**src/rtl/core/rcc_pkg.sv**
```systemverilog
`timescale 1ns / 1ps
// ----------------------------------------------------------------------------
// rcc_pkg
// Shared types, widths, codes and helpers of the RGB color classifier.
// ----------------------------------------------------------------------------
package rcc_pkg;

    // Sample and gain formats
    localparam int SAMPLE_BITS    = 16;
    localparam int GAIN_FRAC_BITS = 12;
    localparam int FIELD_W        = 16;
    localparam int CFG_W          = 16;
    localparam int SHARE_FRAC_W   = 16;

    // Datapath widths
    localparam int PROD_W   = SAMPLE_BITS + CFG_W;        // balanced channel
    localparam int TOT_W    = PROD_W + 2;                 // sum of three channels
    localparam int SPROD_W  = TOT_W + CFG_W;              // share * total
    localparam int FLOOR_W  = CFG_W + GAIN_FRAC_BITS;     // floor in fixed point
    localparam int CMP_W    = (PROD_W > FLOOR_W) ? PROD_W : FLOOR_W;
    localparam int SCMP_W   = (PROD_W + SHARE_FRAC_W > SPROD_W) ?
                              (PROD_W + SHARE_FRAC_W) : SPROD_W;

    // Configuration port
    localparam int NUM_REGS   = 8;
    localparam int REG_IDX_W  = 3;
    localparam int PADDR_W    = REG_IDX_W + 2;
    localparam int PDATA_W    = 32;

    localparam logic [REG_IDX_W-1:0] REG_GAIN_RED        = 3'd0;
    localparam logic [REG_IDX_W-1:0] REG_GAIN_GREEN      = 3'd1;
    localparam logic [REG_IDX_W-1:0] REG_GAIN_BLUE       = 3'd2;
    localparam logic [REG_IDX_W-1:0] REG_MIN_CLEAR_LEVEL = 3'd3;
    localparam logic [REG_IDX_W-1:0] REG_CHANNEL_FLOOR   = 3'd4;
    localparam logic [REG_IDX_W-1:0] REG_RED_SHARE_MIN   = 3'd5;
    localparam logic [REG_IDX_W-1:0] REG_GREEN_SHARE_MIN = 3'd6;
    localparam logic [REG_IDX_W-1:0] REG_BLUE_SHARE_MIN  = 3'd7;

    // Register reset values
    localparam logic [CFG_W-1:0] RST_GAIN        = 16'd4096;
    localparam logic [CFG_W-1:0] RST_MIN_CLEAR   = 16'd50;
    localparam logic [CFG_W-1:0] RST_FLOOR       = 16'd200;
    localparam logic [CFG_W-1:0] RST_RED_SHARE   = 16'd29491;
    localparam logic [CFG_W-1:0] RST_OTHER_SHARE = 16'd26214;

    // Class codes
    localparam logic [2:0] CLASS_NONE    = 3'd0;
    localparam logic [2:0] CLASS_RED     = 3'd1;
    localparam logic [2:0] CLASS_GREEN   = 3'd2;
    localparam logic [2:0] CLASS_BLUE    = 3'd3;
    localparam logic [2:0] CLASS_UNKNOWN = 3'd4;

    // Ejector codes
    localparam logic [1:0] EJECT_RED   = 2'd0;
    localparam logic [1:0] EJECT_GREEN = 2'd1;
    localparam logic [1:0] EJECT_BLUE  = 2'd2;
    localparam logic [1:0] EJECT_BIN   = 2'd3;

    // Channel beats
    typedef struct packed {
        logic [FIELD_W-1:0] red_level;
        logic [FIELD_W-1:0] green_level;
        logic [FIELD_W-1:0] blue_level;
        logic [FIELD_W-1:0] clear_level;
    } t_in_beat;

    typedef struct packed {
        logic [2:0] color_class;
        logic [1:0] ejector_channel;
    } t_out_beat;

    // Register set seen by the stages
    typedef struct packed {
        logic [CFG_W-1:0] gain_red;
        logic [CFG_W-1:0] gain_green;
        logic [CFG_W-1:0] gain_blue;
        logic [CFG_W-1:0] min_clear_level;
        logic [CFG_W-1:0] channel_floor;
        logic [CFG_W-1:0] red_share_min;
        logic [CFG_W-1:0] green_share_min;
        logic [CFG_W-1:0] blue_share_min;
    } t_cfg;

    // Stage 1 -> 2: balanced channels
    typedef struct packed {
        logic              clear_ok;
        logic [PROD_W-1:0] fr;
        logic [PROD_W-1:0] fg;
        logic [PROD_W-1:0] fb;
    } t_bal;

    // Stage 2 -> 3: balanced channels and total
    typedef struct packed {
        logic              none;
        logic [PROD_W-1:0] fr;
        logic [PROD_W-1:0] fg;
        logic [PROD_W-1:0] fb;
        logic [TOT_W-1:0]  total;
    } t_tot;

    // Stage 3 -> 4: share products and pre-qualified winners (r, g, b)
    typedef struct packed {
        logic               none;
        logic [2:0]         pre;
        logic [PROD_W-1:0]  fr;
        logic [PROD_W-1:0]  fg;
        logic [PROD_W-1:0]  fb;
        logic [SPROD_W-1:0] pr;
        logic [SPROD_W-1:0] pg;
        logic [SPROD_W-1:0] pb;
    } t_shr;

    // Ejector channel for a class
    function automatic logic [1:0] ejector_for(input logic [2:0] cls);
        logic [1:0] ej;
        case (cls)
            CLASS_RED:   ej = EJECT_RED;
            CLASS_GREEN: ej = EJECT_GREEN;
            CLASS_BLUE:  ej = EJECT_BLUE;
            default:     ej = EJECT_BIN;
        endcase
        return ej;
    endfunction

endpackage

```
**src/rtl/core/rcc_total_stage.sv**
```systemverilog
`timescale 1ns / 1ps
// ----------------------------------------------------------------------------
// rcc_total_stage
// Stage 2: balanced total and the no-object / dark decision.
// ----------------------------------------------------------------------------
module rcc_total_stage (
    input  logic          i_clk,
    input  logic          i_rst_n,
    input  logic          i_valid,
    output logic          o_ready,
    input  rcc_pkg::t_bal i_data,
    output logic          o_valid,
    input  logic          i_ready,
    output rcc_pkg::t_tot o_data
);
    import rcc_pkg::*;

    localparam logic [TOT_W-1:0] DARK_LIMIT = TOT_W'(1) << GAIN_FRAC_BITS;

    logic             r_valid;
    t_tot             r_data;
    t_tot             n_data;
    logic [TOT_W-1:0] sum;

    assign o_ready = !r_valid || i_ready;

    // Sum of the three balanced channels
    always_comb begin
        sum = TOT_W'(i_data.fr) + TOT_W'(i_data.fg) + TOT_W'(i_data.fb);
        n_data.none  = !i_data.clear_ok || (sum < DARK_LIMIT);
        n_data.fr    = i_data.fr;
        n_data.fg    = i_data.fg;
        n_data.fb    = i_data.fb;
        n_data.total = sum;
    end

    always_ff @(posedge i_clk) begin
        if (!i_rst_n) begin
            r_valid <= 1'b0;
        end else if (o_ready) begin
            r_valid <= i_valid;
        end
    end

    always_ff @(posedge i_clk) begin
        if (i_valid && o_ready) begin
            r_data <= n_data;
        end
    end

    assign o_valid = r_valid;
    assign o_data  = r_data;

endmodule

```
**config.mk**
```make
export PLATFORM = sky130hd
export DESIGN_NAME = rcc_total_stage
export DESIGN_NICKNAME = d
export VERILOG_FILES = /design/src/rtl/core/rcc_pkg.sv /design/src/rtl/core/rcc_total_stage.sv
export SDC_FILE = /design/constraint.sdc
export NUM_CORES = 1
export LEC_CHECK = 0
export ABC_AREA = 1
export ABC_CLOCK_PERIOD_IN_PS = 19690
export BUFFER_PORTS_ARGS = -buffer_cell sky130_fd_sc_hd__buf_2
export CORE_MARGIN = 10
export CORE_UTILIZATION = 55
export CTS_CLUSTER_SIZE = 40
export DETAILED_ROUTE_END_ITERATION = 7
export PLACE_DENSITY = 0.82
export SYNTH_ARGS = -nofsm -noshare
export SYNTH_HDL_FRONTEND = slang
export SYNTH_SLANG_ARGS = --single-unit
```
**constraint.sdc**
```tcl
create_clock -name i_clk -period 19.69 [get_ports i_clk]
set_input_delay 0.9845 -clock i_clk [delete_from_list [all_inputs] [get_ports i_clk]]
set_output_delay 0.9845 -clock i_clk [all_outputs]
set_load 0.005 [all_outputs]
```
==> flow_summary_export.csv <==
group,metric,value,unit
timing,finalSetupViolations,0,
die,die_area,0.0181,mm^2
logic_synthesis,syn_area,0.00720,mm^2
placed_design,place.gp.congestion,0.965,
drt,routedWlPerCell,17.0,um
timing,finClkSkew,0.00830,ns
final_layout,fillCellCount,968,
placed_design,dp.cells,1124,
global_routing,grt_max_degree,84,
drt,drt_iter0_drc,433,
final_layout,seq_area,0.00395,mm^2
logic_synthesis,synth_area_leaders,"edfxtp_1 55%, nand2_1 12%, fa_1 9.2%",
die,core_area,0.0127,mm^2
timing,worst_pin_slew,1.00,ns
die,pin_count,234,
logic_synthesis,yosysWarnings,0,
logic_synthesis,synthCells,717,
timing,holdWs,0.538,ns
placed_design,dp_hpwl,15.5,mm
global_routing,grt-ovfl-total,0,
cts,cts_resized,0,
die,die_height,134,um
flow_run,maxCapViolCount,0,
cts,cts.clk_slew.worst_paths,0.06,ns
final_layout,layout-drive-gt1-share,0.282,
final_layout,multi_input_area,0.00278,mm^2
drt,vias,5817,
power_and_ir_drop,power,0.000949,W
cts,cts_root_buf,"clkbuf_16",
timing,slew_headroom,0.331,
worst_hold_path,hold_class,"flop to flop",
cts,tritoncts,"done",
logic_synthesis,synth_area_per_cell,10.0,um^2
cts,numCtsBuffers,17,
timing,fin_crit,3.30,ns
cts,clkLatencyLatePin,0.42,ns
drt,wirelength,19.7,mm
logic_synthesis,synth_top_area_cell,"edfxtp_1",
power_and_ir_drop,p_per_area,103,mW/mm^2
final_layout,finish.net_count,1136,
logic_synthesis,synth_nets,882,
cts,htreeDepth,4,
worst_setup_path,worstPathArrival,3.58,ns
worst_setup_path,cp.required,19.97,ns
logic_synthesis,ys_ff_latch,132,
cts,clk_path_buf_depth,2,
worst_setup_path,worstSetupPathType,"input pin to flop",
die,start_util,0.566,
timing,hold_viol,0,
cts,cts_sinks,132,
worst_setup_path,cp_max_fo,3,
power_and_ir_drop,p_leak,4.55,nW
logic_synthesis,yosysTopAreaCellShare,0.546,
final_layout,post-route-util,0.727,
worst_setup_path,critPathCaptureType,"flop",
drt,drc_errors,0,
logic_synthesis,seq_area_frac_synth,0.549,
final_layout,area_growth,28.4,%
die,placementRows,41,
global_routing,antenna_found_initial,0,
drt,ant_nets,0,
drt,drt_first_pass_iters,5,
timing,tns,0,ns
run_status,status,"finished clean",
timing,finalCritPeriodShare,0.167,
logic_synthesis,ys_types,27,
timing,rsz0062_at_grt,"false",
final_layout,final_cells,1156,
power_and_ir_drop,vdd_drop_max,0.0603,mV
global_routing,grt_pass1_vias,5961,
cts,cts_hold_repair.buffers,0,
global_routing,grt_usage,0.221,
die,die_w,134,um
worst_setup_path,crit_path_start_kind,"input pin",
cts,cts_setup_buffers,0,
final_layout,antenna_cells,0,
global_routing,grt_pass1_wl,30.9,mm
timing,slew_viol_final,0,
drt,via_per_inst,5.03,
placed_design,io_buffers,233,
timing,max_freq,0.303,GHz
[where the power goes]
group / total (W) / internal [W] / switching, W / leakage (nW)
clock: 0.000340 / 0.000224 / 0.000116 / 0.309
combinational: 0.000254 / 0.0000909 / 0.000164 / 2.97
sequential: 0.000354 / 0.000348 / 0.00000603 / 1.28
[synthesized netlist by cell type]
cell / count
dfxtp_1: 1
a21oi_1: 24
ha_1: 31
o21a_1: 1
nor3_2: 2
nor2_2: 2
or2_1: 1
a22oi_1: 1
a21o_1: 1
nor2_1: 55
nand3b_1: 3
nor3_1: 2
edfxtp_1: 131
o21bai_1: 8
nand2_2: 5
o21ai_0: 5
xor2_1: 9
inv_1: 127
fa_1: 33
nand4_1: 7
nand3_1: 30
nand2_1: 231
a21boi_0: 1
nand3_2: 1
inv_2: 2
xnor2_1: 1
and2_1: 2
[layout make-up]
cell class | count | share of cell area
multi-input cells | 456 | 0.300
clock inverters | 14 | 0.0227
inverters | 129 | 0.0524
flip-flops and latches | 132 | 0.427
clock buffers | 18 | 0.0464
well taps | 172 | 0.0233
repair buffers | 235 | 0.128
[registers in the layout, indices dropped and copies added (netlist names)]
signal   flops
o_valid      1
o_data     131
[metal layers]
metal | vias up | wire length [um] | track usage
met2 | 272 | 9830 | 0.381
met4 | 0 | 318 | 0.0611
li1 | 2828 | - | -
met3 | 25 | 2020 | 0.0855
met1 | 2692 | 7500 | 0.250
met5 | - | 0 | 0
[worst max-delay path: stages]
cell	delay, ns
buf_2	0.12
fa_1	0.53
ha_1	0.19
inv_1	0.06
fa_1	0.41
inv_1	0.10
nand3_1	0.08
nand3_1	0.15
nand2_1	0.07
nand2_1	0.12
nand2_1	0.09
nand2_1	0.09
nand2_1	0.08
nand2_1	0.07
nand2_1	0.04
nand2_1	0.07
nand2_1	0.06
nor2_1	0.12
nand3_1	0.09
nand2_1	0.06
[stage by stage]
step                instance area (um^2)  setup WS, ns
finish                              9250         16.39
global route                        9250         16.12
CTS                                 9250         16.41
detailed placement                  8610         16.01
global placement                    8610         16.10
floorplan                           7200         11.70
[path summary, 6_finish.rpt]
check | slack [ns] | cells past startpoint | startpoint | end
setup / recovery | 16.39 | 20 | i_data[1] | o_data[130]
hold / removal | 0.54 | 2 | o_valid | o_valid
setup reg to reg | 17.98 | 2 | o_valid | o_data[29]
hold reg to reg | 0.54 | 2 | o_valid | o_valid
[cell families (layout without fill, tap and decap cells)]
kind of cell | Yosys count | after routing | synth area share
simple gates | 341 | 341 | 0.193
flops | 132 | 132 | 0.549
buf+inv | 129 | 396 | 0.0672
fa+ha+maj | 64 | 64 | 0.146
compound gates | 41 | 41 | 0.0327
xor+xnor | 10 | 10 | 0.0122
[placed cells by master (no fill, tap or decap), types with 3 or more instances in the layout]
cell	n
a21oi_1	23
nand2_2	5
nand3_1	30
edfxtp_1	131
o21ai_0	5
nand3b_1	3
nand4_1	7
fa_1	33
o21bai_1	8
clkbuf_16	17
ha_1	31
nand2_1	231
inv_1	127
xor2_1	9
buf_2	233
bufinv_16	5
nor2_1	55
clkinv_4	4
(Power assumes the default switching activity.)
