`config.mk`:
```
export PLATFORM = sky130hd
export DESIGN_NAME = rcc_gain_stage
export DESIGN_NICKNAME = d
export VERILOG_FILES = /design/src/rtl/core/rcc_pkg.sv /design/src/rtl/core/rcc_gain_stage.sv
export SDC_FILE = /design/constraint.sdc
export NUM_CORES = 2
export LEC_CHECK = 0
export ABC_AREA = 1
export BUFFER_PORTS_ARGS = -buffer_cell sky130_fd_sc_hd__buf_2
export CAP_MARGIN = 20
export CORE_ASPECT_RATIO = 2
export CORE_MARGIN = 2
export CORE_UTILIZATION = 23
export CTS_BUF_LIST = sky130_fd_sc_hd__clkbuf_2
export DETAILED_ROUTE_END_ITERATION = 10
export HOLD_SLACK_MARGIN = 0.03
export REMOVE_ABC_BUFFERS = 1
export SKIP_LAST_GASP = 1
export SYNTH_ARGS = -nofsm -noshare
export SYNTH_HDL_FRONTEND = slang
export SYNTH_SLANG_ARGS = --single-unit
```
`constraint.sdc`:
```
create_clock -name i_clk -period 10.6 [get_ports i_clk]
set_input_delay 0.53 -clock i_clk [delete_from_list [all_inputs] [get_ports i_clk]]
set_output_delay 0.53 -clock i_clk [all_outputs]
set_load 0.03 [all_outputs]
```
`src/rtl/core/rcc_pkg.sv`:
```
`timescale 1ns / 1ps
// ----------------------------------------------------------------------------
// rcc_pkg
// Shared types, widths, codes and helpers of the RGB color classifier.
// ----------------------------------------------------------------------------
package rcc_pkg;

    // Sample and gain formats
    localparam int SAMPLE_BITS    = 16;
    localparam int GAIN_FRAC_BITS = 12;
    localparam int FIELD_W        = 16;
    localparam int CFG_W          = 16;
    localparam int SHARE_FRAC_W   = 16;

    // Datapath widths
    localparam int PROD_W   = SAMPLE_BITS + CFG_W;        // balanced channel
    localparam int TOT_W    = PROD_W + 2;                 // sum of three channels
    localparam int SPROD_W  = TOT_W + CFG_W;              // share * total
    localparam int FLOOR_W  = CFG_W + GAIN_FRAC_BITS;     // floor in fixed point
    localparam int CMP_W    = (PROD_W > FLOOR_W) ? PROD_W : FLOOR_W;
    localparam int SCMP_W   = (PROD_W + SHARE_FRAC_W > SPROD_W) ?
                              (PROD_W + SHARE_FRAC_W) : SPROD_W;

    // Configuration port
    localparam int NUM_REGS   = 8;
    localparam int REG_IDX_W  = 3;
    localparam int PADDR_W    = REG_IDX_W + 2;
    localparam int PDATA_W    = 32;

    localparam logic [REG_IDX_W-1:0] REG_GAIN_RED        = 3'd0;
    localparam logic [REG_IDX_W-1:0] REG_GAIN_GREEN      = 3'd1;
    localparam logic [REG_IDX_W-1:0] REG_GAIN_BLUE       = 3'd2;
    localparam logic [REG_IDX_W-1:0] REG_MIN_CLEAR_LEVEL = 3'd3;
    localparam logic [REG_IDX_W-1:0] REG_CHANNEL_FLOOR   = 3'd4;
    localparam logic [REG_IDX_W-1:0] REG_RED_SHARE_MIN   = 3'd5;
    localparam logic [REG_IDX_W-1:0] REG_GREEN_SHARE_MIN = 3'd6;
    localparam logic [REG_IDX_W-1:0] REG_BLUE_SHARE_MIN  = 3'd7;

    // Register reset values
    localparam logic [CFG_W-1:0] RST_GAIN        = 16'd4096;
    localparam logic [CFG_W-1:0] RST_MIN_CLEAR   = 16'd50;
    localparam logic [CFG_W-1:0] RST_FLOOR       = 16'd200;
    localparam logic [CFG_W-1:0] RST_RED_SHARE   = 16'd29491;
    localparam logic [CFG_W-1:0] RST_OTHER_SHARE = 16'd26214;

    // Class codes
    localparam logic [2:0] CLASS_NONE    = 3'd0;
    localparam logic [2:0] CLASS_RED     = 3'd1;
    localparam logic [2:0] CLASS_GREEN   = 3'd2;
    localparam logic [2:0] CLASS_BLUE    = 3'd3;
    localparam logic [2:0] CLASS_UNKNOWN = 3'd4;

    // Ejector codes
    localparam logic [1:0] EJECT_RED   = 2'd0;
    localparam logic [1:0] EJECT_GREEN = 2'd1;
    localparam logic [1:0] EJECT_BLUE  = 2'd2;
    localparam logic [1:0] EJECT_BIN   = 2'd3;

    // Channel beats
    typedef struct packed {
        logic [FIELD_W-1:0] red_level;
        logic [FIELD_W-1:0] green_level;
        logic [FIELD_W-1:0] blue_level;
        logic [FIELD_W-1:0] clear_level;
    } t_in_beat;

    typedef struct packed {
        logic [2:0] color_class;
        logic [1:0] ejector_channel;
    } t_out_beat;

    // Register set seen by the stages
    typedef struct packed {
        logic [CFG_W-1:0] gain_red;
        logic [CFG_W-1:0] gain_green;
        logic [CFG_W-1:0] gain_blue;
        logic [CFG_W-1:0] min_clear_level;
        logic [CFG_W-1:0] channel_floor;
        logic [CFG_W-1:0] red_share_min;
        logic [CFG_W-1:0] green_share_min;
        logic [CFG_W-1:0] blue_share_min;
    } t_cfg;

    // Stage 1 -> 2: balanced channels
    typedef struct packed {
        logic              clear_ok;
        logic [PROD_W-1:0] fr;
        logic [PROD_W-1:0] fg;
        logic [PROD_W-1:0] fb;
    } t_bal;

    // Stage 2 -> 3: balanced channels and total
    typedef struct packed {
        logic              none;
        logic [PROD_W-1:0] fr;
        logic [PROD_W-1:0] fg;
        logic [PROD_W-1:0] fb;
        logic [TOT_W-1:0]  total;
    } t_tot;

    // Stage 3 -> 4: share products and pre-qualified winners (r, g, b)
    typedef struct packed {
        logic               none;
        logic [2:0]         pre;
        logic [PROD_W-1:0]  fr;
        logic [PROD_W-1:0]  fg;
        logic [PROD_W-1:0]  fb;
        logic [SPROD_W-1:0] pr;
        logic [SPROD_W-1:0] pg;
        logic [SPROD_W-1:0] pb;
    } t_shr;

    // Ejector channel for a class
    function automatic logic [1:0] ejector_for(input logic [2:0] cls);
        logic [1:0] ej;
        case (cls)
            CLASS_RED:   ej = EJECT_RED;
            CLASS_GREEN: ej = EJECT_GREEN;
            CLASS_BLUE:  ej = EJECT_BLUE;
            default:     ej = EJECT_BIN;
        endcase
        return ej;
    endfunction

endpackage

```
`src/rtl/core/rcc_gain_stage.sv`:
```
`timescale 1ns / 1ps
// ----------------------------------------------------------------------------
// rcc_gain_stage
// Stage 1: white-balance multiplies and the clear-level presence test.
// ----------------------------------------------------------------------------
module rcc_gain_stage (
    input  logic              i_clk,
    input  logic              i_rst_n,
    input  rcc_pkg::t_cfg     i_cfg,
    input  logic              i_valid,
    output logic              o_ready,
    input  rcc_pkg::t_in_beat i_data,
    output logic              o_valid,
    input  logic              i_ready,
    output rcc_pkg::t_bal     o_data
);
    import rcc_pkg::*;

    logic r_valid;
    t_bal r_data;
    t_bal n_data;

    // Stage holds when full and downstream stalls
    assign o_ready = !r_valid || i_ready;

    // Gains applied to the low sample bits
    always_comb begin
        n_data.clear_ok = CFG_W'(i_data.clear_level[SAMPLE_BITS-1:0]) >=
                          i_cfg.min_clear_level;
        n_data.fr = PROD_W'(i_data.red_level[SAMPLE_BITS-1:0]) * PROD_W'(i_cfg.gain_red);
        n_data.fg = PROD_W'(i_data.green_level[SAMPLE_BITS-1:0]) *
                    PROD_W'(i_cfg.gain_green);
        n_data.fb = PROD_W'(i_data.blue_level[SAMPLE_BITS-1:0]) * PROD_W'(i_cfg.gain_blue);
    end

    always_ff @(posedge i_clk) begin
        if (!i_rst_n) begin
            r_valid <= 1'b0;
        end else if (o_ready) begin
            r_valid <= i_valid;
        end
    end

    always_ff @(posedge i_clk) begin
        if (i_valid && o_ready) begin
            r_data <= n_data;
        end
    end

    assign o_valid = r_valid;
    assign o_data  = r_data;

endmodule

```
==> impl_metrics.json <==
{
  "status": "complete, no violations",
  "drv_slew": 0,
  "drt_iter0_drc": 976,
  "routed_wire_length_per_instance_um": 15.1,
  "drtPass1Iterations": 5,
  "cts_buffers": 9,
  "placed_area_sq_um": 34300,
  "final_nets": 5453,
  "drcViolationCount": 0,
  "clockBufferDepth": 2,
  "muxShareOfSynthArea_pct": 0,
  "crit_chain": "buf_2, nand2_1, fa_1, inv_1, fa_1, inv_1, fa_1, inv_1, fa_1, fa_1, inv_1, fa_1, inv_1, ha_1, nand2_1, nor2_2, nand3_1, nand3_2, nand2_1, nand3_1, nand2_1",
  "synth_xor_area_share_pct": 1.49,
  "max-cap-violations": 0,
  "worstRegToRegCells": 2,
  "portBuffers": 230,
  "ctsResizeCount": 0,
  "crit_family": "adder cells",
  "r2r_setup_slack_ns": 8.64,
  "stdcell_area_sq_um": 34600,
  "end_kind": "flip-flop",
  "seq_area_sq_um": 2930,
  "die-height_um": 529,
  "relSlewSlack_pct": 35.4,
  "min_to": "o_data[54]",
  "worst_path_largest_cell_delay_ns": 0.56,
  "root_buffer": "clkbuf_2",
  "dieArea_sq_um": 141000,
  "grt_pass1_vias": 28700,
  "yosysMostFrequentCell": "nand2_1",
  "multiInputGateArea_sq_um": 23100,
  "synth_top_family_by_area": "adder cells",
  "cts.sinks": 98,
  "ys_seq_area_share_pct": 9.26,
  "num_rows": 192,
  "hpwlAfterDp_um": 81800,
  "clkTransAtPathRegs_ns": 0.33,
  "core_sq_um": 137000,
  "placed_cells": 6066,
  "grt_use_total_pct": 13.6,
  "drive_gt1_share_pct": 6.66,
  "syn_inst": 4280,
  "critPathMaxFanout": 16,
  "synth_adder_area_share_pct": 49.7,
  "path_buf_inv": 6,
  "path_class": "input pin to flip-flop",
  "synth_top_area_share_pct": 36.8,
  "synth_edf_count": 97,
  "worstMarginPinSlew_ns": 0.969,
  "antenna_found_initial": 2,
  "max_freq_mhz": 199,
  "r2r-start": "o_valid",
  "die_x_um": 266,
  "critical_path.most_common_cell": "fa_1",
  "synthesis.area_sq_um": 31700,
  "grt_pass1_wl_um": 148000,
  "finalNonFillerCells": 6103,
  "syn_area_per_cell_sq_um": 7.40,
  "hp-class": "input pin to flip-flop",
  "rsz0062_at_grt": "no",
  "hold_violations": 0,
  "post-cts-setup-buffers": 0,
  "yosys-top-cells-count": "nand2_1, inv_1, fa_1, ha_1, clkbuf_1",
  "ys_top_cells_by_area": "fa_1, nand2_1, inv_1, ha_1, edfxtp_1",
  "crit_path_start_kind": "input pin",
  "num-fill-cells": 15000,
  "final_util_pct": 25.3,
  "grt_start_max_net_pins": 59,
  "num_vias": 25800,
  "worstHoldStart": "i_ready",
  "synth_top_flop_cell": "edfxtp_1",
  "period_share_pct": 47.5,
  "h-tree-depth": 3,
  "synth_top_area_cell": "fa_1",
  "async_flop_share_pct": 0,
  "synth_compound_area_share_pct": 1.19,
  "ant_nets": 0,
  "period_minus_slack_ns": 5.04,
  "yosysUniqueCellTypes": 27,
  "holdPathStages": 4,
  "yosysWarnings": 0,
  "gp_congestion": 0.969,
  "critPathArrivalTime_ns": 5.83,
  "required_ns": 11.40,
  "regToRegEndpoint": "o_data[62]",
  "crit_slowest_cell": "fa_1",
  "synth-seq-cells": 98,
  "drt-total-wl_um": 92300,
  "grt.overflow.total": 0,
  "fin_tns_setup_ns": 0,
  "setup_viol": 0,
  "synth-simple-area-share_pct": 20.4,
  "vias_per_cell": 4.23,
  "ios": 295,
  "synthToLayoutAreaGrowth_pct": 9.28,
  "cts_tree": "yes",
  "skew_ns": 0.0456,
  "clk_latency_ns": 1.01,
  "start_util_pct": 23.2
}
==> tightest hold or removal path, delay by kind of cell <==
kind / cells / cell delay [ns]
compound gates: 1 / 0.10
buf+inv: 3 / 0.42
==> metal layers <==
layer  global-route usage (%)  part of all wire (%)
met1                     11.5                    31
met2                     28.9                    59
met3                     1.45                   2.8
met4                     8.64                   6.9
met5                        0                     0
==> placed cells by master, fill, tap and decap left out, types with 47 or more instances in the layout <==
cell type / n
nand2_1: 1383
inv_1: 1324
fa_1: 582
ha_1: 328
buf_2: 230
nor2_1: 100
edfxtp_1: 97
nand3_1: 89
a21oi_1: 58
xor2_1: 47
==> cells by family (layout without fill, tap and decap cells) <==
family	count (synthesis)	after routing
adders and majority gates	910	910
other	0	5
xor gates and xnor gates	54	54
DFF	98	98
and+or+nand+nor	1631	1631
AOI/OAI and AO/OA	71	71
buffers and inverters	1516	1588
==> layout make-up <==
type                            count  share of cell area, %
Clock inverter                      7                  0.235
Inverter                         1324                   14.4
Timing Repair Buffer              248                   3.83
Antenna cell                        5                 0.0361
Sequential cell                    98                   8.47
Clock buffer                        9                  0.130
Multi-Input combinational cell   2666                   66.6
Tap cell                         1746                   6.31
==> repair_timing <==
item / 4_1_cts / 5_1_grt
hold endpoints to repair: 18 / 0
hold buffers: 16 / 0
endpoints found under the setup margin: 0 / 0
==> worst max-delay path by stage <==
stage | startpoint | end | slack [ns] | cells past startpoint
global placement | i_data[58] | o_data[92] | 4.54 | 21
finish | i_data[39] | o_data[63] | 5.56 | 21
CTS | i_data[58] | o_data[92] | 5.75 | 21
floorplan | i_valid | o_data[0] | 4.76 | 2
detailed placement | i_data[58] | o_data[92] | 4.54 | 21
global route | i_data[39] | o_data[63] | 5.48 | 24
==> sequential cells by signal, indices dropped and copies added (netlist names) <==
| register | cells |
|---|---|
| o_valid | 1 |
| o_data | 97 |
==> through the flow <==
step                hold WS [ns]  setup slack [ns]
floorplan                  0.684              4.76
global placement           0.526              4.54
detailed placement         0.548              4.54
CTS                       0.0592              5.75
global route               0.137              5.48
finish                     0.253              5.56
Power is left out: the tool's default activity adds up to more than one toggle a clock period on the data nets, which glitch-free logic cannot reach.
