==> config.mk <==
export PLATFORM = sky130hd
export DESIGN_NAME = rcc_share_stage
export DESIGN_NICKNAME = d
export VERILOG_FILES = /design/src/rtl/core/rcc_pkg.sv /design/src/rtl/core/rcc_share_stage.sv
export SDC_FILE = /design/constraint.sdc
export NUM_CORES = 2
export LEC_CHECK = 0
export BUFFER_PORTS_ARGS = -buffer_cell sky130_fd_sc_hd__buf_2
export CORE_MARGIN = 2
export CORE_UTILIZATION = 35
export CTS_CLUSTER_SIZE = 40
export DETAILED_ROUTE_END_ITERATION = 10
export GPL_ROUTABILITY_DRIVEN = 0
export PLACE_DENSITY = 0.6
export SETUP_SLACK_MARGIN = 0.05
export SLEW_MARGIN = 5
export SYNTH_ARGS = -nofsm -noshare
export SYNTH_HDL_FRONTEND = slang
export SYNTH_SLANG_ARGS = --single-unit
export TNS_END_PERCENT = 1
==> constraint.sdc <==
create_clock -name i_clk -period 9.35 [get_ports i_clk]
set_input_delay 1.87 -clock i_clk [delete_from_list [all_inputs] [get_ports i_clk]]
set_output_delay 1.87 -clock i_clk [all_outputs]
set_load 0.03 [all_outputs]
==> src/rtl/core/rcc_pkg.sv <==
`timescale 1ns / 1ps
// ----------------------------------------------------------------------------
// rcc_pkg
// Shared types, widths, codes and helpers of the RGB color classifier.
// ----------------------------------------------------------------------------
package rcc_pkg;

    // Sample and gain formats
    localparam int SAMPLE_BITS    = 16;
    localparam int GAIN_FRAC_BITS = 12;
    localparam int FIELD_W        = 16;
    localparam int CFG_W          = 16;
    localparam int SHARE_FRAC_W   = 16;

    // Datapath widths
    localparam int PROD_W   = SAMPLE_BITS + CFG_W;        // balanced channel
    localparam int TOT_W    = PROD_W + 2;                 // sum of three channels
    localparam int SPROD_W  = TOT_W + CFG_W;              // share * total
    localparam int FLOOR_W  = CFG_W + GAIN_FRAC_BITS;     // floor in fixed point
    localparam int CMP_W    = (PROD_W > FLOOR_W) ? PROD_W : FLOOR_W;
    localparam int SCMP_W   = (PROD_W + SHARE_FRAC_W > SPROD_W) ?
                              (PROD_W + SHARE_FRAC_W) : SPROD_W;

    // Configuration port
    localparam int NUM_REGS   = 8;
    localparam int REG_IDX_W  = 3;
    localparam int PADDR_W    = REG_IDX_W + 2;
    localparam int PDATA_W    = 32;

    localparam logic [REG_IDX_W-1:0] REG_GAIN_RED        = 3'd0;
    localparam logic [REG_IDX_W-1:0] REG_GAIN_GREEN      = 3'd1;
    localparam logic [REG_IDX_W-1:0] REG_GAIN_BLUE       = 3'd2;
    localparam logic [REG_IDX_W-1:0] REG_MIN_CLEAR_LEVEL = 3'd3;
    localparam logic [REG_IDX_W-1:0] REG_CHANNEL_FLOOR   = 3'd4;
    localparam logic [REG_IDX_W-1:0] REG_RED_SHARE_MIN   = 3'd5;
    localparam logic [REG_IDX_W-1:0] REG_GREEN_SHARE_MIN = 3'd6;
    localparam logic [REG_IDX_W-1:0] REG_BLUE_SHARE_MIN  = 3'd7;

    // Register reset values
    localparam logic [CFG_W-1:0] RST_GAIN        = 16'd4096;
    localparam logic [CFG_W-1:0] RST_MIN_CLEAR   = 16'd50;
    localparam logic [CFG_W-1:0] RST_FLOOR       = 16'd200;
    localparam logic [CFG_W-1:0] RST_RED_SHARE   = 16'd29491;
    localparam logic [CFG_W-1:0] RST_OTHER_SHARE = 16'd26214;

    // Class codes
    localparam logic [2:0] CLASS_NONE    = 3'd0;
    localparam logic [2:0] CLASS_RED     = 3'd1;
    localparam logic [2:0] CLASS_GREEN   = 3'd2;
    localparam logic [2:0] CLASS_BLUE    = 3'd3;
    localparam logic [2:0] CLASS_UNKNOWN = 3'd4;

    // Ejector codes
    localparam logic [1:0] EJECT_RED   = 2'd0;
    localparam logic [1:0] EJECT_GREEN = 2'd1;
    localparam logic [1:0] EJECT_BLUE  = 2'd2;
    localparam logic [1:0] EJECT_BIN   = 2'd3;

    // Channel beats
    typedef struct packed {
        logic [FIELD_W-1:0] red_level;
        logic [FIELD_W-1:0] green_level;
        logic [FIELD_W-1:0] blue_level;
        logic [FIELD_W-1:0] clear_level;
    } t_in_beat;

    typedef struct packed {
        logic [2:0] color_class;
        logic [1:0] ejector_channel;
    } t_out_beat;

    // Register set seen by the stages
    typedef struct packed {
        logic [CFG_W-1:0] gain_red;
        logic [CFG_W-1:0] gain_green;
        logic [CFG_W-1:0] gain_blue;
        logic [CFG_W-1:0] min_clear_level;
        logic [CFG_W-1:0] channel_floor;
        logic [CFG_W-1:0] red_share_min;
        logic [CFG_W-1:0] green_share_min;
        logic [CFG_W-1:0] blue_share_min;
    } t_cfg;

    // Stage 1 -> 2: balanced channels
    typedef struct packed {
        logic              clear_ok;
        logic [PROD_W-1:0] fr;
        logic [PROD_W-1:0] fg;
        logic [PROD_W-1:0] fb;
    } t_bal;

    // Stage 2 -> 3: balanced channels and total
    typedef struct packed {
        logic              none;
        logic [PROD_W-1:0] fr;
        logic [PROD_W-1:0] fg;
        logic [PROD_W-1:0] fb;
        logic [TOT_W-1:0]  total;
    } t_tot;

    // Stage 3 -> 4: share products and pre-qualified winners (r, g, b)
    typedef struct packed {
        logic               none;
        logic [2:0]         pre;
        logic [PROD_W-1:0]  fr;
        logic [PROD_W-1:0]  fg;
        logic [PROD_W-1:0]  fb;
        logic [SPROD_W-1:0] pr;
        logic [SPROD_W-1:0] pg;
        logic [SPROD_W-1:0] pb;
    } t_shr;

    // Ejector channel for a class
    function automatic logic [1:0] ejector_for(input logic [2:0] cls);
        logic [1:0] ej;
        case (cls)
            CLASS_RED:   ej = EJECT_RED;
            CLASS_GREEN: ej = EJECT_GREEN;
            CLASS_BLUE:  ej = EJECT_BLUE;
            default:     ej = EJECT_BIN;
        endcase
        return ej;
    endfunction

endpackage

==> src/rtl/core/rcc_share_stage.sv <==
`timescale 1ns / 1ps
// ----------------------------------------------------------------------------
// rcc_share_stage
// Stage 3: share-threshold products, dominance and floor tests.
// ----------------------------------------------------------------------------
module rcc_share_stage (
    input  logic          i_clk,
    input  logic          i_rst_n,
    input  rcc_pkg::t_cfg i_cfg,
    input  logic          i_valid,
    output logic          o_ready,
    input  rcc_pkg::t_tot i_data,
    output logic          o_valid,
    input  logic          i_ready,
    output rcc_pkg::t_shr o_data
);
    import rcc_pkg::*;

    logic             r_valid;
    t_shr             r_data;
    t_shr             n_data;
    logic [CMP_W-1:0] floor_fx;
    logic [CMP_W-1:0] xr;
    logic [CMP_W-1:0] xg;
    logic [CMP_W-1:0] xb;

    assign o_ready = !r_valid || i_ready;

    // Threshold times total; strict dominance and floor in parallel
    always_comb begin
        floor_fx = CMP_W'(i_cfg.channel_floor) << GAIN_FRAC_BITS;
        xr = CMP_W'(i_data.fr);
        xg = CMP_W'(i_data.fg);
        xb = CMP_W'(i_data.fb);
        n_data.none   = i_data.none;
        n_data.pre[2] = (xr > floor_fx) && (xr > xg) && (xr > xb);
        n_data.pre[1] = (xg > floor_fx) && (xg > xr) && (xg > xb);
        n_data.pre[0] = (xb > floor_fx) && (xb > xr) && (xb > xg);
        n_data.fr = i_data.fr;
        n_data.fg = i_data.fg;
        n_data.fb = i_data.fb;
        n_data.pr = SPROD_W'(i_cfg.red_share_min) * SPROD_W'(i_data.total);
        n_data.pg = SPROD_W'(i_cfg.green_share_min) * SPROD_W'(i_data.total);
        n_data.pb = SPROD_W'(i_cfg.blue_share_min) * SPROD_W'(i_data.total);
    end

    always_ff @(posedge i_clk) begin
        if (!i_rst_n) begin
            r_valid <= 1'b0;
        end else if (o_ready) begin
            r_valid <= i_valid;
        end
    end

    always_ff @(posedge i_clk) begin
        if (i_valid && o_ready) begin
            r_data <= n_data;
        end
    end

    assign o_valid = r_valid;
    assign o_data  = r_data;

endmodule

==> metrics.md <==
| Metric | Value |
|---|---|
| Outcome | finished clean |
| Top library cells by usage in the layout, fill and taps aside | sky130_fd_sc_hd__inv_1 (1504), sky130_fd_sc_hd__fa_1 (1338), sky130_fd_sc_hd__nand2_1 (1057) |
| Detailed Place HPWL | 144000 µm |
| Count of flip-flops with a built-in enable after synthesis | 250 |
| Post-detailed-route DRC marker count | 0 |
| Final-stage net count | 9144 |
| Start-to-end type of the worst setup path | in -> reg |
| Tcrit/Tclk final | 90.3% |
| Global router's overall resource usage | 20.4% |
| Number of rows in the core area | 154 |
| Worst Hold Class | reg -> reg |
| CTS H-tree lvls | 2 |
| TritonCTS clock tree | yes |
| Net count after synthesis | 8828 |
| Number of clock buffers inserted by TritonCTS | 35 |
| Avg Vias per Cell | 4.95 |
| Overall routed net length | 181000 µm |
| Proportion of netlist area held by the largest area contributor | 42.9% |
| Setup Total Neg Slack | 0 ps |
| Most common cell after layout, fill and taps aside | sky130_fd_sc_hd__inv_1 |
| Post-synthesis async set-or-reset flop share | 0% |
| Cell area after technology mapping | 62400 µm² |
| Clock-pin slew on the worst setup and hold paths | 50 ps |
| Post-Synthesis Mean Instance Area | 9.29 µm² |
| Worst-Margin Slew | 1040 ps |
| Global-route wire length before repair | 287000 µm |
| CTS Root Cell | sky130_fd_sc_hd__clkbuf_16 |
| Synthesis warning total | 0 |
| Post-CTS setup buffers | 0 |
| Worst clock skew | 31.4 ps |
| Min Tclk post-route | 8450 ps |
| Met1 wire length | 71200 µm |
| Worst Hold Endpoint | o_valid$_SDFFE_PN0N_ |
| Met2 layer wire length in the routed design | 91000 µm |
| Die X-Extent | 426 µm |
| FF-to-FF End | o_data[144]$_DFFE_PP_ |
| Maximum buffer depth of the clock tree | 3 |
| Synthesized netlist cell count | 6717 |
| Sequential area share after synthesis | 12.1% |
| Top routing layer used | met5 |
| Highest Clock Rate | 118 MHz |
| Crit path max fanout | 34 |
| Sum of overflow across all layers after global routing | 0 |
| Dominant cells by area after synthesis | sky130_fd_sc_hd__fa_1 (43%), sky130_fd_sc_hd__edfxtp_1 (12%), sky130_fd_sc_hd__ha_1 (10%) |
| Unrepaired setup endpoints after global routing | false |
| Maximum number of pins on one net before global-route repair | 81 |
| Area leader, netlist | sky130_fd_sc_hd__fa_1 |
| Predominant post-synthesis flop cell | sky130_fd_sc_hd__edfxtp_1 |
| Beginning of the worst hold path | o_valid$_SDFFE_PN0N_ |
| Number of cells on the worst hold path | 2 |
| Antenna violations before repair | 26 |
| Initial standard-cell utilization of the core | 35.3% |
| Number of synthesized register bits | 251 |
| Wire length on met3 | 10900 µm |
| Total of buffers placed on input and output ports | 450 |
| Distinct cells, synth | 75 |
| Clk sinks | 251 |
| Vias post-DR | 46500 |
| Number of buffers inserted by hold repair at cts | 0 |
| Number of global-route vias before repair | 50900 |
| Violation count after the first detailed-route iteration | 2407 |
| Endpoint arrival time on the critical path | 8840 ps |
| Die extent in y | 426 µm |
| Reg2reg setup slack | 7060 ps |
| Final number of setup-violating endpoints | 0 |
| Clock latency on the worst-skew pair | 640 ps |
| Die Footprint | 182000 µm² |
| Reg-to-reg startpoint | o_valid$_SDFFE_PN0N_ |
| Core region area | 177000 µm² |
| Logic depth of the worst register-to-register path | 4 |
| Slew HR | 29.6% |
| Number of max-slew violations in the final report | 0 |
| Kind of end point of the critical path | register |
| Layout cell share with drive strength beyond 1 | 10.1% |
| Count of boundary I/O pins | 515 |
| Wire length per cell | 19.2 µm |
| Number of search-and-repair iterations in the first detailed-routing pass | 5 |
| Req. time, crit path | 9740 ps |
| CP startpoint kind | primary input |
| Final hold violation count | 0 |
| Number of instances resized during post-cts repair | 0 |
| Final ANT Viol Nets | 0 |
| Growth of design area from synthesis to finish | 10.8% |
| Number of maximum-capacitance constraint violations | 0 |
-- synth_stat cells, types with 4 or more instances --
cell type / instances
sky130_fd_sc_hd__nor2b_1: 30
sky130_fd_sc_hd__nand2_1: 1057
sky130_fd_sc_hd__a31oi_1: 17
sky130_fd_sc_hd__a2111oi_0: 4
sky130_fd_sc_hd__or2_2: 5
sky130_fd_sc_hd__ha_1: 510
sky130_fd_sc_hd__edfxtp_1: 250
sky130_fd_sc_hd__a211oi_1: 23
sky130_fd_sc_hd__fa_1: 1338
sky130_fd_sc_hd__nand2b_1: 26
sky130_fd_sc_hd__o21ai_1: 35
sky130_fd_sc_hd__and4_1: 5
sky130_fd_sc_hd__o31ai_1: 4
sky130_fd_sc_hd__nor2_1: 104
sky130_fd_sc_hd__nor3_1: 27
sky130_fd_sc_hd__xor2_1: 36
sky130_fd_sc_hd__o211ai_1: 10
sky130_fd_sc_hd__nor4b_1: 7
sky130_fd_sc_hd__nor4_1: 10
sky130_fd_sc_hd__o21a_1: 20
sky130_fd_sc_hd__nand3_1: 40
sky130_fd_sc_hd__and3_1: 13
sky130_fd_sc_hd__inv_1: 1504
sky130_fd_sc_hd__nand4_1: 50
sky130_fd_sc_hd__o21ai_0: 68
sky130_fd_sc_hd__a21o_1: 122
sky130_fd_sc_hd__xnor2_1: 93
sky130_fd_sc_hd__o41ai_1: 4
sky130_fd_sc_hd__clkbuf_1: 355
sky130_fd_sc_hd__buf_2: 4
sky130_fd_sc_hd__o21bai_1: 26
sky130_fd_sc_hd__and2_1: 672
sky130_fd_sc_hd__a21oi_1: 178
-- layout make-up --
| class | count | area, µm² |
|---|---|---|
| Clock inverter | 25 | 322 |
| Inverter | 1504 | 5650 |
| Sequential cell | 251 | 7530 |
| Antenna cell | 7 | 17.5 |
| Fill cell | 17600 | 108000 |
| Multi-Input combinational cell | 4603 | 47900 |
| Tap cell | 2340 | 2930 |
| Timing Repair Buffer | 638 | 3950 |
| Clock buffer | 38 | 887 |
-- critical path: stages --
cell	delay (ps)
sky130_fd_sc_hd__buf_2	620
sky130_fd_sc_hd__nand2_1	190
sky130_fd_sc_hd__fa_1	530
sky130_fd_sc_hd__fa_1	520
sky130_fd_sc_hd__fa_1	510
sky130_fd_sc_hd__inv_1	50
sky130_fd_sc_hd__fa_1	510
sky130_fd_sc_hd__fa_1	490
sky130_fd_sc_hd__inv_1	50
sky130_fd_sc_hd__fa_1	470
sky130_fd_sc_hd__inv_1	40
sky130_fd_sc_hd__ha_1	340
sky130_fd_sc_hd__a21oi_1	180
sky130_fd_sc_hd__o21ai_0	150
sky130_fd_sc_hd__a31oi_1	280
sky130_fd_sc_hd__a21oi_1	110
sky130_fd_sc_hd__buf_4	180
sky130_fd_sc_hd__nor3_1	250
sky130_fd_sc_hd__nor2_1	70
sky130_fd_sc_hd__buf_4	170
sky130_fd_sc_hd__a211oi_2	370
sky130_fd_sc_hd__o31ai_1	160
sky130_fd_sc_hd__buf_4	160
sky130_fd_sc_hd__and4b_1	160
sky130_fd_sc_hd__a311o_1	320
-- worst max-delay path by stage --
| stage | from | end | slack [ps] | depth (start not counted) |
|---|---|---|---|---|
| global route | i_cfg[18] | o_data[97]$_DFFE_PP_ | 540 | 25 |
| finish | i_cfg[18] | o_data[97]$_DFFE_PP_ | 900 | 25 |
| floorplan | i_ready | o_data[0]$_DFFE_PP_ | 790 | 2 |
| CTS | i_cfg[18] | o_data[97]$_DFFE_PP_ | 970 | 25 |
| global placement | i_cfg[2] | o_data[45]$_DFFE_PP_ | 400 | 25 |
| detailed placement | i_cfg[18] | o_data[97]$_DFFE_PP_ | 270 | 25 |
-- flip-flops by register name, indices dropped and copies added (netlist names) --
name	flops
o_data	250
o_valid	1
-- routing by layer --
metal,GRT usage (%),vias up
li1,-,20800
met1,24.5,24100
met2,36.2,1377
met3,3.43,314
met4,7.70,20
met5,0,-
-- cells by family after synthesis --
logic type,after synthesis,synth area share (%)
AO/OA/AOI/OAI,557,5.70
XOR/XNOR,129,1.81
adder cells (fa/ha/maj),1848,53.1
buffers and inverters,1863,11.2
flip-flops,251,12.1
multiplexers,3,0.0501
AND/OR/NAND/NOR,2066,16.0
-- stage by stage --
stage / hold WS [ps] / cells / area (µm²) / util (%) / setup slack (ps)
finish: 544 / 9406 / 69200 / 39.1 / 902
global route: 585 / 9405 / 69200 / 39.1 / 543
CTS: 549 / 9399 / 69200 / 39.1 / 966
detailed placement: 541 / 9336 / 67900 / 38.5 / 272
global placement: 505 / 9336 / 67900 / 38.5 / 400
floorplan: 885 / 6717 / 62400 / - / 792
Power is not shown: default switching activity piles up to over one toggle a cycle in this logic, so the estimate is an artifact.
