[src/rtl/core/rcc_pkg.sv]
`timescale 1ns / 1ps
// ----------------------------------------------------------------------------
// rcc_pkg
// Shared types, widths, codes and helpers of the RGB color classifier.
// ----------------------------------------------------------------------------
package rcc_pkg;

    // Sample and gain formats
    localparam int SAMPLE_BITS    = 16;
    localparam int GAIN_FRAC_BITS = 12;
    localparam int FIELD_W        = 16;
    localparam int CFG_W          = 16;
    localparam int SHARE_FRAC_W   = 16;

    // Datapath widths
    localparam int PROD_W   = SAMPLE_BITS + CFG_W;        // balanced channel
    localparam int TOT_W    = PROD_W + 2;                 // sum of three channels
    localparam int SPROD_W  = TOT_W + CFG_W;              // share * total
    localparam int FLOOR_W  = CFG_W + GAIN_FRAC_BITS;     // floor in fixed point
    localparam int CMP_W    = (PROD_W > FLOOR_W) ? PROD_W : FLOOR_W;
    localparam int SCMP_W   = (PROD_W + SHARE_FRAC_W > SPROD_W) ?
                              (PROD_W + SHARE_FRAC_W) : SPROD_W;

    // Configuration port
    localparam int NUM_REGS   = 8;
    localparam int REG_IDX_W  = 3;
    localparam int PADDR_W    = REG_IDX_W + 2;
    localparam int PDATA_W    = 32;

    localparam logic [REG_IDX_W-1:0] REG_GAIN_RED        = 3'd0;
    localparam logic [REG_IDX_W-1:0] REG_GAIN_GREEN      = 3'd1;
    localparam logic [REG_IDX_W-1:0] REG_GAIN_BLUE       = 3'd2;
    localparam logic [REG_IDX_W-1:0] REG_MIN_CLEAR_LEVEL = 3'd3;
    localparam logic [REG_IDX_W-1:0] REG_CHANNEL_FLOOR   = 3'd4;
    localparam logic [REG_IDX_W-1:0] REG_RED_SHARE_MIN   = 3'd5;
    localparam logic [REG_IDX_W-1:0] REG_GREEN_SHARE_MIN = 3'd6;
    localparam logic [REG_IDX_W-1:0] REG_BLUE_SHARE_MIN  = 3'd7;

    // Register reset values
    localparam logic [CFG_W-1:0] RST_GAIN        = 16'd4096;
    localparam logic [CFG_W-1:0] RST_MIN_CLEAR   = 16'd50;
    localparam logic [CFG_W-1:0] RST_FLOOR       = 16'd200;
    localparam logic [CFG_W-1:0] RST_RED_SHARE   = 16'd29491;
    localparam logic [CFG_W-1:0] RST_OTHER_SHARE = 16'd26214;

    // Class codes
    localparam logic [2:0] CLASS_NONE    = 3'd0;
    localparam logic [2:0] CLASS_RED     = 3'd1;
    localparam logic [2:0] CLASS_GREEN   = 3'd2;
    localparam logic [2:0] CLASS_BLUE    = 3'd3;
    localparam logic [2:0] CLASS_UNKNOWN = 3'd4;

    // Ejector codes
    localparam logic [1:0] EJECT_RED   = 2'd0;
    localparam logic [1:0] EJECT_GREEN = 2'd1;
    localparam logic [1:0] EJECT_BLUE  = 2'd2;
    localparam logic [1:0] EJECT_BIN   = 2'd3;

    // Channel beats
    typedef struct packed {
        logic [FIELD_W-1:0] red_level;
        logic [FIELD_W-1:0] green_level;
        logic [FIELD_W-1:0] blue_level;
        logic [FIELD_W-1:0] clear_level;
    } t_in_beat;

    typedef struct packed {
        logic [2:0] color_class;
        logic [1:0] ejector_channel;
    } t_out_beat;

    // Register set seen by the stages
    typedef struct packed {
        logic [CFG_W-1:0] gain_red;
        logic [CFG_W-1:0] gain_green;
        logic [CFG_W-1:0] gain_blue;
        logic [CFG_W-1:0] min_clear_level;
        logic [CFG_W-1:0] channel_floor;
        logic [CFG_W-1:0] red_share_min;
        logic [CFG_W-1:0] green_share_min;
        logic [CFG_W-1:0] blue_share_min;
    } t_cfg;

    // Stage 1 -> 2: balanced channels
    typedef struct packed {
        logic              clear_ok;
        logic [PROD_W-1:0] fr;
        logic [PROD_W-1:0] fg;
        logic [PROD_W-1:0] fb;
    } t_bal;

    // Stage 2 -> 3: balanced channels and total
    typedef struct packed {
        logic              none;
        logic [PROD_W-1:0] fr;
        logic [PROD_W-1:0] fg;
        logic [PROD_W-1:0] fb;
        logic [TOT_W-1:0]  total;
    } t_tot;

    // Stage 3 -> 4: share products and pre-qualified winners (r, g, b)
    typedef struct packed {
        logic               none;
        logic [2:0]         pre;
        logic [PROD_W-1:0]  fr;
        logic [PROD_W-1:0]  fg;
        logic [PROD_W-1:0]  fb;
        logic [SPROD_W-1:0] pr;
        logic [SPROD_W-1:0] pg;
        logic [SPROD_W-1:0] pb;
    } t_shr;

    // Ejector channel for a class
    function automatic logic [1:0] ejector_for(input logic [2:0] cls);
        logic [1:0] ej;
        case (cls)
            CLASS_RED:   ej = EJECT_RED;
            CLASS_GREEN: ej = EJECT_GREEN;
            CLASS_BLUE:  ej = EJECT_BLUE;
            default:     ej = EJECT_BIN;
        endcase
        return ej;
    endfunction

endpackage

[src/rtl/core/rcc_decide_stage.sv]
`timescale 1ns / 1ps
// ----------------------------------------------------------------------------
// rcc_decide_stage
// Stage 4: share compares, red-green-blue priority and ejector mapping.
// Holds the output register of the block.
// ----------------------------------------------------------------------------
module rcc_decide_stage (
    input  logic               i_clk,
    input  logic               i_rst_n,
    input  logic               i_valid,
    output logic               o_ready,
    input  rcc_pkg::t_shr      i_data,
    output logic               o_valid,
    input  logic               i_ready,
    output rcc_pkg::t_out_beat o_data
);
    import rcc_pkg::*;

    logic              r_valid;
    t_out_beat         r_data;
    t_out_beat         n_data;
    logic              win_r;
    logic              win_g;
    logic              win_b;
    logic [2:0]        cls;

    // Channel scaled to Q0.16 against threshold * total
    function automatic logic share_over(input logic [PROD_W-1:0]  x,
                                        input logic [SPROD_W-1:0] p);
        logic [SCMP_W-1:0] xs;
        xs = SCMP_W'(x) << SHARE_FRAC_W;
        return xs > SCMP_W'(p);
    endfunction

    assign o_ready = !r_valid || i_ready;

    always_comb begin
        win_r = i_data.pre[2] && share_over(i_data.fr, i_data.pr);
        win_g = i_data.pre[1] && share_over(i_data.fg, i_data.pg);
        win_b = i_data.pre[0] && share_over(i_data.fb, i_data.pb);
        if (i_data.none) begin
            cls = CLASS_NONE;
        end else if (win_r) begin
            cls = CLASS_RED;
        end else if (win_g) begin
            cls = CLASS_GREEN;
        end else if (win_b) begin
            cls = CLASS_BLUE;
        end else begin
            cls = CLASS_UNKNOWN;
        end
        n_data.color_class     = cls;
        n_data.ejector_channel = ejector_for(cls);
    end

    always_ff @(posedge i_clk) begin
        if (!i_rst_n) begin
            r_valid <= 1'b0;
        end else if (o_ready) begin
            r_valid <= i_valid;
        end
    end

    always_ff @(posedge i_clk) begin
        if (i_valid && o_ready) begin
            r_data <= n_data;
        end
    end

    assign o_valid = r_valid;
    assign o_data  = r_data;

endmodule

[config.mk]
export PLATFORM = sky130hd
export DESIGN_NAME = rcc_decide_stage
export DESIGN_NICKNAME = d
export VERILOG_FILES = /design/src/rtl/core/rcc_pkg.sv /design/src/rtl/core/rcc_decide_stage.sv
export SDC_FILE = /design/constraint.sdc
export NUM_CORES = 1
export LEC_CHECK = 0
export BUFFER_PORTS_ARGS = -buffer_cell sky130_fd_sc_hd__buf_2
export CAP_MARGIN = 20
export CORE_AREA = 2 2 103 105
export CTS_CLUSTER_SIZE = 16
export DETAILED_ROUTE_END_ITERATION = 10
export DIE_AREA = 0 0 105 107
export MAX_ROUTING_LAYER = met4
export PLACE_DENSITY_LB_ADDON = 0.2
export SLEW_MARGIN = 30
export SYNTH_ARGS = -nofsm -noshare
export SYNTH_HDL_FRONTEND = slang
export SYNTH_SLANG_ARGS = --single-unit
[constraint.sdc]
create_clock -name i_clk -period 4 [get_ports i_clk]
set_clock_uncertainty 0.2 [all_clocks]
set_input_delay 0.6 -clock i_clk [delete_from_list [all_inputs] [get_ports i_clk]]
set_output_delay 0.6 -clock i_clk [all_outputs]
set_load 0.03 [all_outputs]
==> results of run 1 <==
==> worst min-delay path: stages, from the launching register on <==
cell and delay [ps]:
dfxtp_1 300, nand2b_1 90, a21boi_0 100
==> placed cells by master, fill, tap and decap left out, types with 3 or more instances in the layout <==
master,instances
buf_2,260
inv_1,106
ha_1,96
a21oi_1,34
nand2_1,22
nand4_1,16
o21ai_0,13
nand3_1,10
a211oi_1,9
nor2_1,8
nor4_1,8
nor4b_1,6
nor3_1,5
edfxtp_1,5
or4_1,4
a221oi_1,4
a21o_1,4
and4_1,4
o21bai_1,3
o221ai_1,3
clkbuf_8,3
==> worst max-delay path by stage <==
stage / start / end / slack (ps)
global route: i_data[95] / o_data[0] / 660
detailed placement: i_data[97] / o_data[0] / 580
floorplan: i_data[95] / o_data[0] / 820
CTS: i_data[97] / o_data[0] / 790
finish: i_data[97] / o_data[0] / 790
global placement: i_data[97] / o_data[0] / 620
==> cell type report <==
type | count | area (um^2)
fillers | 1114 | 5725
multi-input cells | 272 | 2282
repair buffers | 260 | 1301
inverters | 106 | 397.9
flip-flops and latches | 6 | 170.2
well taps | 136 | 170.2
clock buffers | 4 | 45.04
==> per-layer routing <==
layer  up-vias  share of wire  global-route usage
met5         -              0                   -
met4         0          0.015             0.03810
met3        11          0.079             0.02067
met2       165           0.55              0.3576
met1      1552           0.35              0.1625
li1       1903              -                   -
==> state kept, by name, indices dropped and copies added, names as in the netlist <==
| register | count |
|---|---|
| o_data | 5 |
| o_valid | 1 |
==> where the power goes <==
group / switching, mW / leakage (nW) / internal (mW)
logic: 0.166 / 2.62 / 0.189
registers: 0.00103 / 0.0539 / 0.0722
clock network: 0.0294 / 0.0228 / 0.0688
total: 0.197 / 2.70 / 0.330
==> Yosys cell counts, types with 5 or more instances <==
cell,count
inv_1,106
ha_1,96
a21oi_1,34
nand2_1,22
nand4_1,16
o21ai_0,13
nand3_1,10
a211oi_1,9
nor2_1,8
nor4_1,8
nor4b_1,6
edfxtp_1,5
nor3_1,5
==> cells by family (layout without fill, tap and decap cells) <==
group / count (synthesis) / in the layout / synth area share
DFF: 6 / 6 / 0.05970
adders and majority gates: 96 / 96 / 0.4214
buffers and inverters: 106 / 370 / 0.1396
and+or+nand+nor: 93 / 93 / 0.1901
AOI/OAI and AO/OA: 83 / 83 / 0.1892
==> metrics.txt, run 1 <==
share of the synthesized area in the top cell type=0.4214; worst path required time=3740 ps; Crit. End Element=register; Pre-Repair DR Iteration Count=6; CP most frequent cell=or4_4; GP Congestion=0.8446; Reg clk slew, reported paths=40 ps; first-pass GRT wire length=15.35 mm; synth top area cells=ha_1 (42%), inv_1 (14%), a21oi_1 (6.0%), edfxtp_1 (5.3%), nand4_1 (3.5%); total gr overflow=0; setup bufs post-CTS=0; Synth Area per Inst=7.422 um^2; CTS Hold Bufs=0; CTS Buffer Depth=2; Die Height=107 um; final layout net count=999; register area share after synthesis=0.05970; die area=11240 um^2; CTS tree=built; Reg-to-Reg Start=o_valid; Synth warnings=0; Root Driver=clkbuf_8; Vias=3631; # setup viols final=0; setup_tns=0 ps; share of cells above drive strength 1=0.4182; ys flop type=edfxtp_1; # DRC=0; WP data arrival=2950 ps; die width=105 um; Inserted Clock Buffers=3; final hold violations=0; cell accounting for the most synthesized area=ha_1; std cell rows=37; Place WS=577.3 ps; post-CTS resize count=0; GRT Resource Usage Total=0.1700; Ports=261; Async SR Flop Fraction=0; Reg2Reg Depth=2; CP Depth=9; max_cap viols=0; sink of the worst hold path=o_valid; area growth from synthesis to layout=53.20%; Pins Over Slew Limit=0; Slew Limit Headroom=0.6382; Worst path slowest cell=or4_4; Lkg Pwr=2.698 nW; clk sinks=6; IO Port Bufs=260; hold slack=354.3 ps; status=finished, final reports clean; largest net degree at the start of global routing=6; max incr delay on CP=550 ps; htree depth=1; placed cells=780; initial antenna violation count=0; mapped cell area=2850 um^2; Worst IR Drop VDD=67.23 uV; min-delay src=o_valid; r2r setup slk=2800 ps; Initial Utilization=0.2824; Routed Antenna Nets=0; Finished Cell Area=4367 um^2; reg-to-reg endpoint=o_data[2]; final worst slack=790.9 ps; PwrDens=120.6 nW/um^2; Synth Instances=384; final design utilization=0.4327; FF+latch count, synth=6; post-layout total power=526.6 uW; DP HPWL=9.308 mm; RSZ-0062 raised after global routing=no; n_diodes=0; DRT Wirelength=9.675 mm; non-filler cells, final=784; Worst-Margin Slew=534.2 ps; CP Class=input port to register; CP startpoint kind=input port; Clock Latency Late Sink=220 ps; Post-DP Area=4322 um^2; cell family with most CP delay=simple AND/OR/NAND/NOR gates; minimum clock period=3209 ps; number of flops mapped to enable cells by yosys=5; vias per inst=4.631; Core ar.=10090 um^2; Buf+Inv Stages, Crit Path=2; final period utilization=0.8023; Synthesized Nets=734; hold depth=2; CP max FO=3; Achievable Freq=0.3116 GHz; initial DRC count=91; WL/cell=12.34 um; post-synthesis cell type count=38; critical path cell sequence=buf_2 > inv_1 > ha_1 > nand4_1 > or4_4 > or4_4 > or3_4 > o311ai_1 > a32oi_1; vias in the first global route=3713; Hold Path Class=register to register
No activity file was read; power rests on OpenSTA's default activity.
==> run 2: changes to the inputs <==
Settings changed: CORE_AREA 2 2 103 105 to 2 2 102 104, DIE_AREA 0 0 105 107 to 0 0 104 106.
Clock period 4 ns to 2.7 ns, I/O delays scaled along.
==> run 2 against run 1 <==
Sequential share of layout area is 0.33 points lower. Total power up 60%. Worst hold slack got worse by 110 ps. Cell count up 1.5%. Largest cell class unchanged. Highest routed layer unchanged.
==> metrics.txt, run 2 (synthesized netlist as in run 1, its figures left out) <==
CTS Hold Bufs=0 (unchanged); Fillers=1027 (was 1114); FF+latch area=170.2 um^2 (unchanged); worst path required time=2550 ps (was 3740 ps); area growth from synthesis to layout=67.21% (was 53.20%); final period utilization=0.9968; Worst path slowest cell=or4_4 (unchanged); CTS tree=built (unchanged); GP Congestion=0.8185 (was 0.8446); die area=11020 um^2 (was 11240 um^2); Reg clk slew, reported paths=40 ps (about the same); initial DRC count=94 (was 91); Worst IR Drop VDD=105.9 uV (was 67.23 uV); GRT Resource Usage Total=0.1770 (was 0.1700); share of cells above drive strength 1=0.4643 (was 0.4182); r2r setup slk=1550 ps (was 2800 ps); Finished Cell Area=4766 um^2 (was 4367 um^2); min-delay src=i_valid (was o_valid); CP max FO=2 (was 3); Initial Utilization=0.2850 (was 0.2824); CP most frequent cell=or4_4 (unchanged); Hold Path Class=input port to register (was register to register); DP HPWL=9.222 mm (was 9.308 mm); Inserted Clock Buffers=3 (unchanged); Post-DP Area=4499 um^2 (was 4322 um^2); max reg flops=5 (unchanged); max_cap viols=0 (unchanged); sink of the worst hold path=o_valid (unchanged); Reg-to-Reg Start=o_valid (unchanged); Crit. End Element=register (unchanged); WP data arrival=2540 ps (was 2950 ps); setup bufs post-CTS=0 (unchanged); vias in the first global route=3876 (was 3713); initial antenna violation count=1 (was 0); Buf+Inv Stages, Crit Path=2 (unchanged); max incr delay on CP=450 ps (was 550 ps); Pre-Repair DR Iteration Count=4 (was 6); RSZ-0062 raised after global routing=yes (was no); Die Height=106 um (was 107 um); hold depth=3 (was 2); PwrDens=177.3 nW/um^2 (was 120.6 nW/um^2); # setup viols final=0 (unchanged); CP Class=input port to register (unchanged); met2 Use GR=0.3642 (was 0.3576); htree depth=1 (unchanged); Slew Limit Headroom=0.7319 (was 0.6382); CTS Buffer Depth=2 (unchanged); GR Layer Usage met3=0.02943 (was 0.02067); largest net degree at the start of global routing=6 (unchanged); hold slack=245.7 ps (was 354.3 ps); cell family with most CP delay=simple AND/OR/NAND/NOR gates (unchanged); Ports=261 (unchanged); final hold violations=0 (unchanged); final worst slack=8.531 ps (was 790.9 ps); vias per inst=4.607 (was 4.631); Worst-Margin Slew=398.5 ps (was 534.2 ps); clk sinks=6 (unchanged); WL/cell=12.34 um (about the same); status=finished, final reports clean (unchanged); Vias=3667 (was 3631); # DRC=0 (unchanged); most common cell after layout, fill and taps aside=buf_2 (unchanged); minimum clock period=2691 ps; Core ar.=10000 um^2 (was 10090 um^2); Routed Antenna Nets=0 (unchanged); Reg2Reg Depth=2 (unchanged); std cell rows=37 (unchanged); most frequent cells in the layout=buf_2 (252), inv_1 (101), ha_1 (84) (was buf_2 (260), inv_1 (106), ha_1 (96)); DRT Wirelength=9.820 mm (was 9.675 mm); critical path cell sequence=buf_12 > inv_12 > ha_4 > nand4_1 > or4_4 > or4_4 > or3_4 > o311a_4 > nor4b_4 (was buf_2 > inv_1 > ha_1 > nand4_1 > or4_4 > or4_4 > or3_4 > o311ai_1 > a32oi_1); Pins Over Slew Limit=0 (unchanged); Clock Latency Late Sink=220 ps (about the same); final layout net count=1010 (was 999); first-pass GRT wire length=15.85 mm (was 15.35 mm); layer with the highest usage=met2 (unchanged); die width=104 um (was 105 um); Multi-input gate area=2514 um^2 (was 2282 um^2); met1 Use GR=0.1702 (was 0.1625); Achievable Freq=0.3715 GHz; Place WS=-383.5 ps (was 577.3 ps); setup_tns=0 ps (unchanged); Lkg Pwr=2.803 nW (was 2.698 nW); Root Driver=clkbuf_8 (unchanged); IO Port Bufs=260 (unchanged); CP startpoint kind=input port (unchanged); post-layout total power=845.1 uW (was 526.6 uW); reg-to-reg endpoint=o_data[4] (was o_data[2]); total gr overflow=0 (unchanged)
==> run 2: cell types whose count changed in the layout (fill, tap and decap cells not counted), sizes merged <==
cell	delta
buf	+11
diode	+1
==> run 2: what timing repair did <==
item / CTS / global route
cloned: 0 / 0
pin swaps: 8 / 13
setup endpoints to repair: 5 / 5
resized for setup: 16 / 15
==> run 2: tightest hold or removal path, stage by stage <==
cell      delay [ps]
buf_2            100
inv_1             40
a21boi_0          60
==> run 2: worst max path at each step <==
stage	from	to	slack (ps)	cells after the start
detailed placement	i_data[95]	o_data[4]	-380	9
global route	i_data[95]	o_data[2]	-50	9
global placement	i_data[95]	o_data[0]	-320	9
floorplan	i_data[95]	o_data[4]	-40	8
finish	i_data[95]	o_data[4]	9	9
CTS	i_data[95]	o_data[4]	-20	9
==> run 2: area by class of cell <==
type,instances,area share
clock buffers,4,0.009451
well taps,136,0.03570
inverters,106,0.08769
repair buffers,271,0.3035
diodes,1,0.0005251
multi-input cells,272,0.5274
flip-flops and latches,6,0.03570
==> run 2: metal layers <==
layer / vias up / wire length (um) / share of wire
met4: 0 / 136 / 0.014
met3: 8 / 741 / 0.075
li1: 1926 / - / -
met2: 164 / 5374 / 0.55
met5: - / 0 / 0
met1: 1569 / 3568 / 0.36
==> run 2: power by group <==
| group | total [mW] | internal (mW) | switching [mW] | leakage (nW) |
|---|---|---|---|---|
| combinational | 0.596 | 0.326 | 0.270 | 2.73 |
| sequential | 0.109 | 0.107 | 0.00160 | 0.0539 |
| clock | 0.141 | 0.102 | 0.0394 | 0.0228 |
==> run 2: metrics by stage <==
| step | std cells | utilization |
|---|---|---|
| finish | 796 | 0.4766 |
| global route | 796 | 0.4766 |
| CTS | 795 | 0.4628 |
| detailed placement | 791 | 0.4500 |
| global placement | 791 | 0.4500 |
| floorplan | 384 | - |
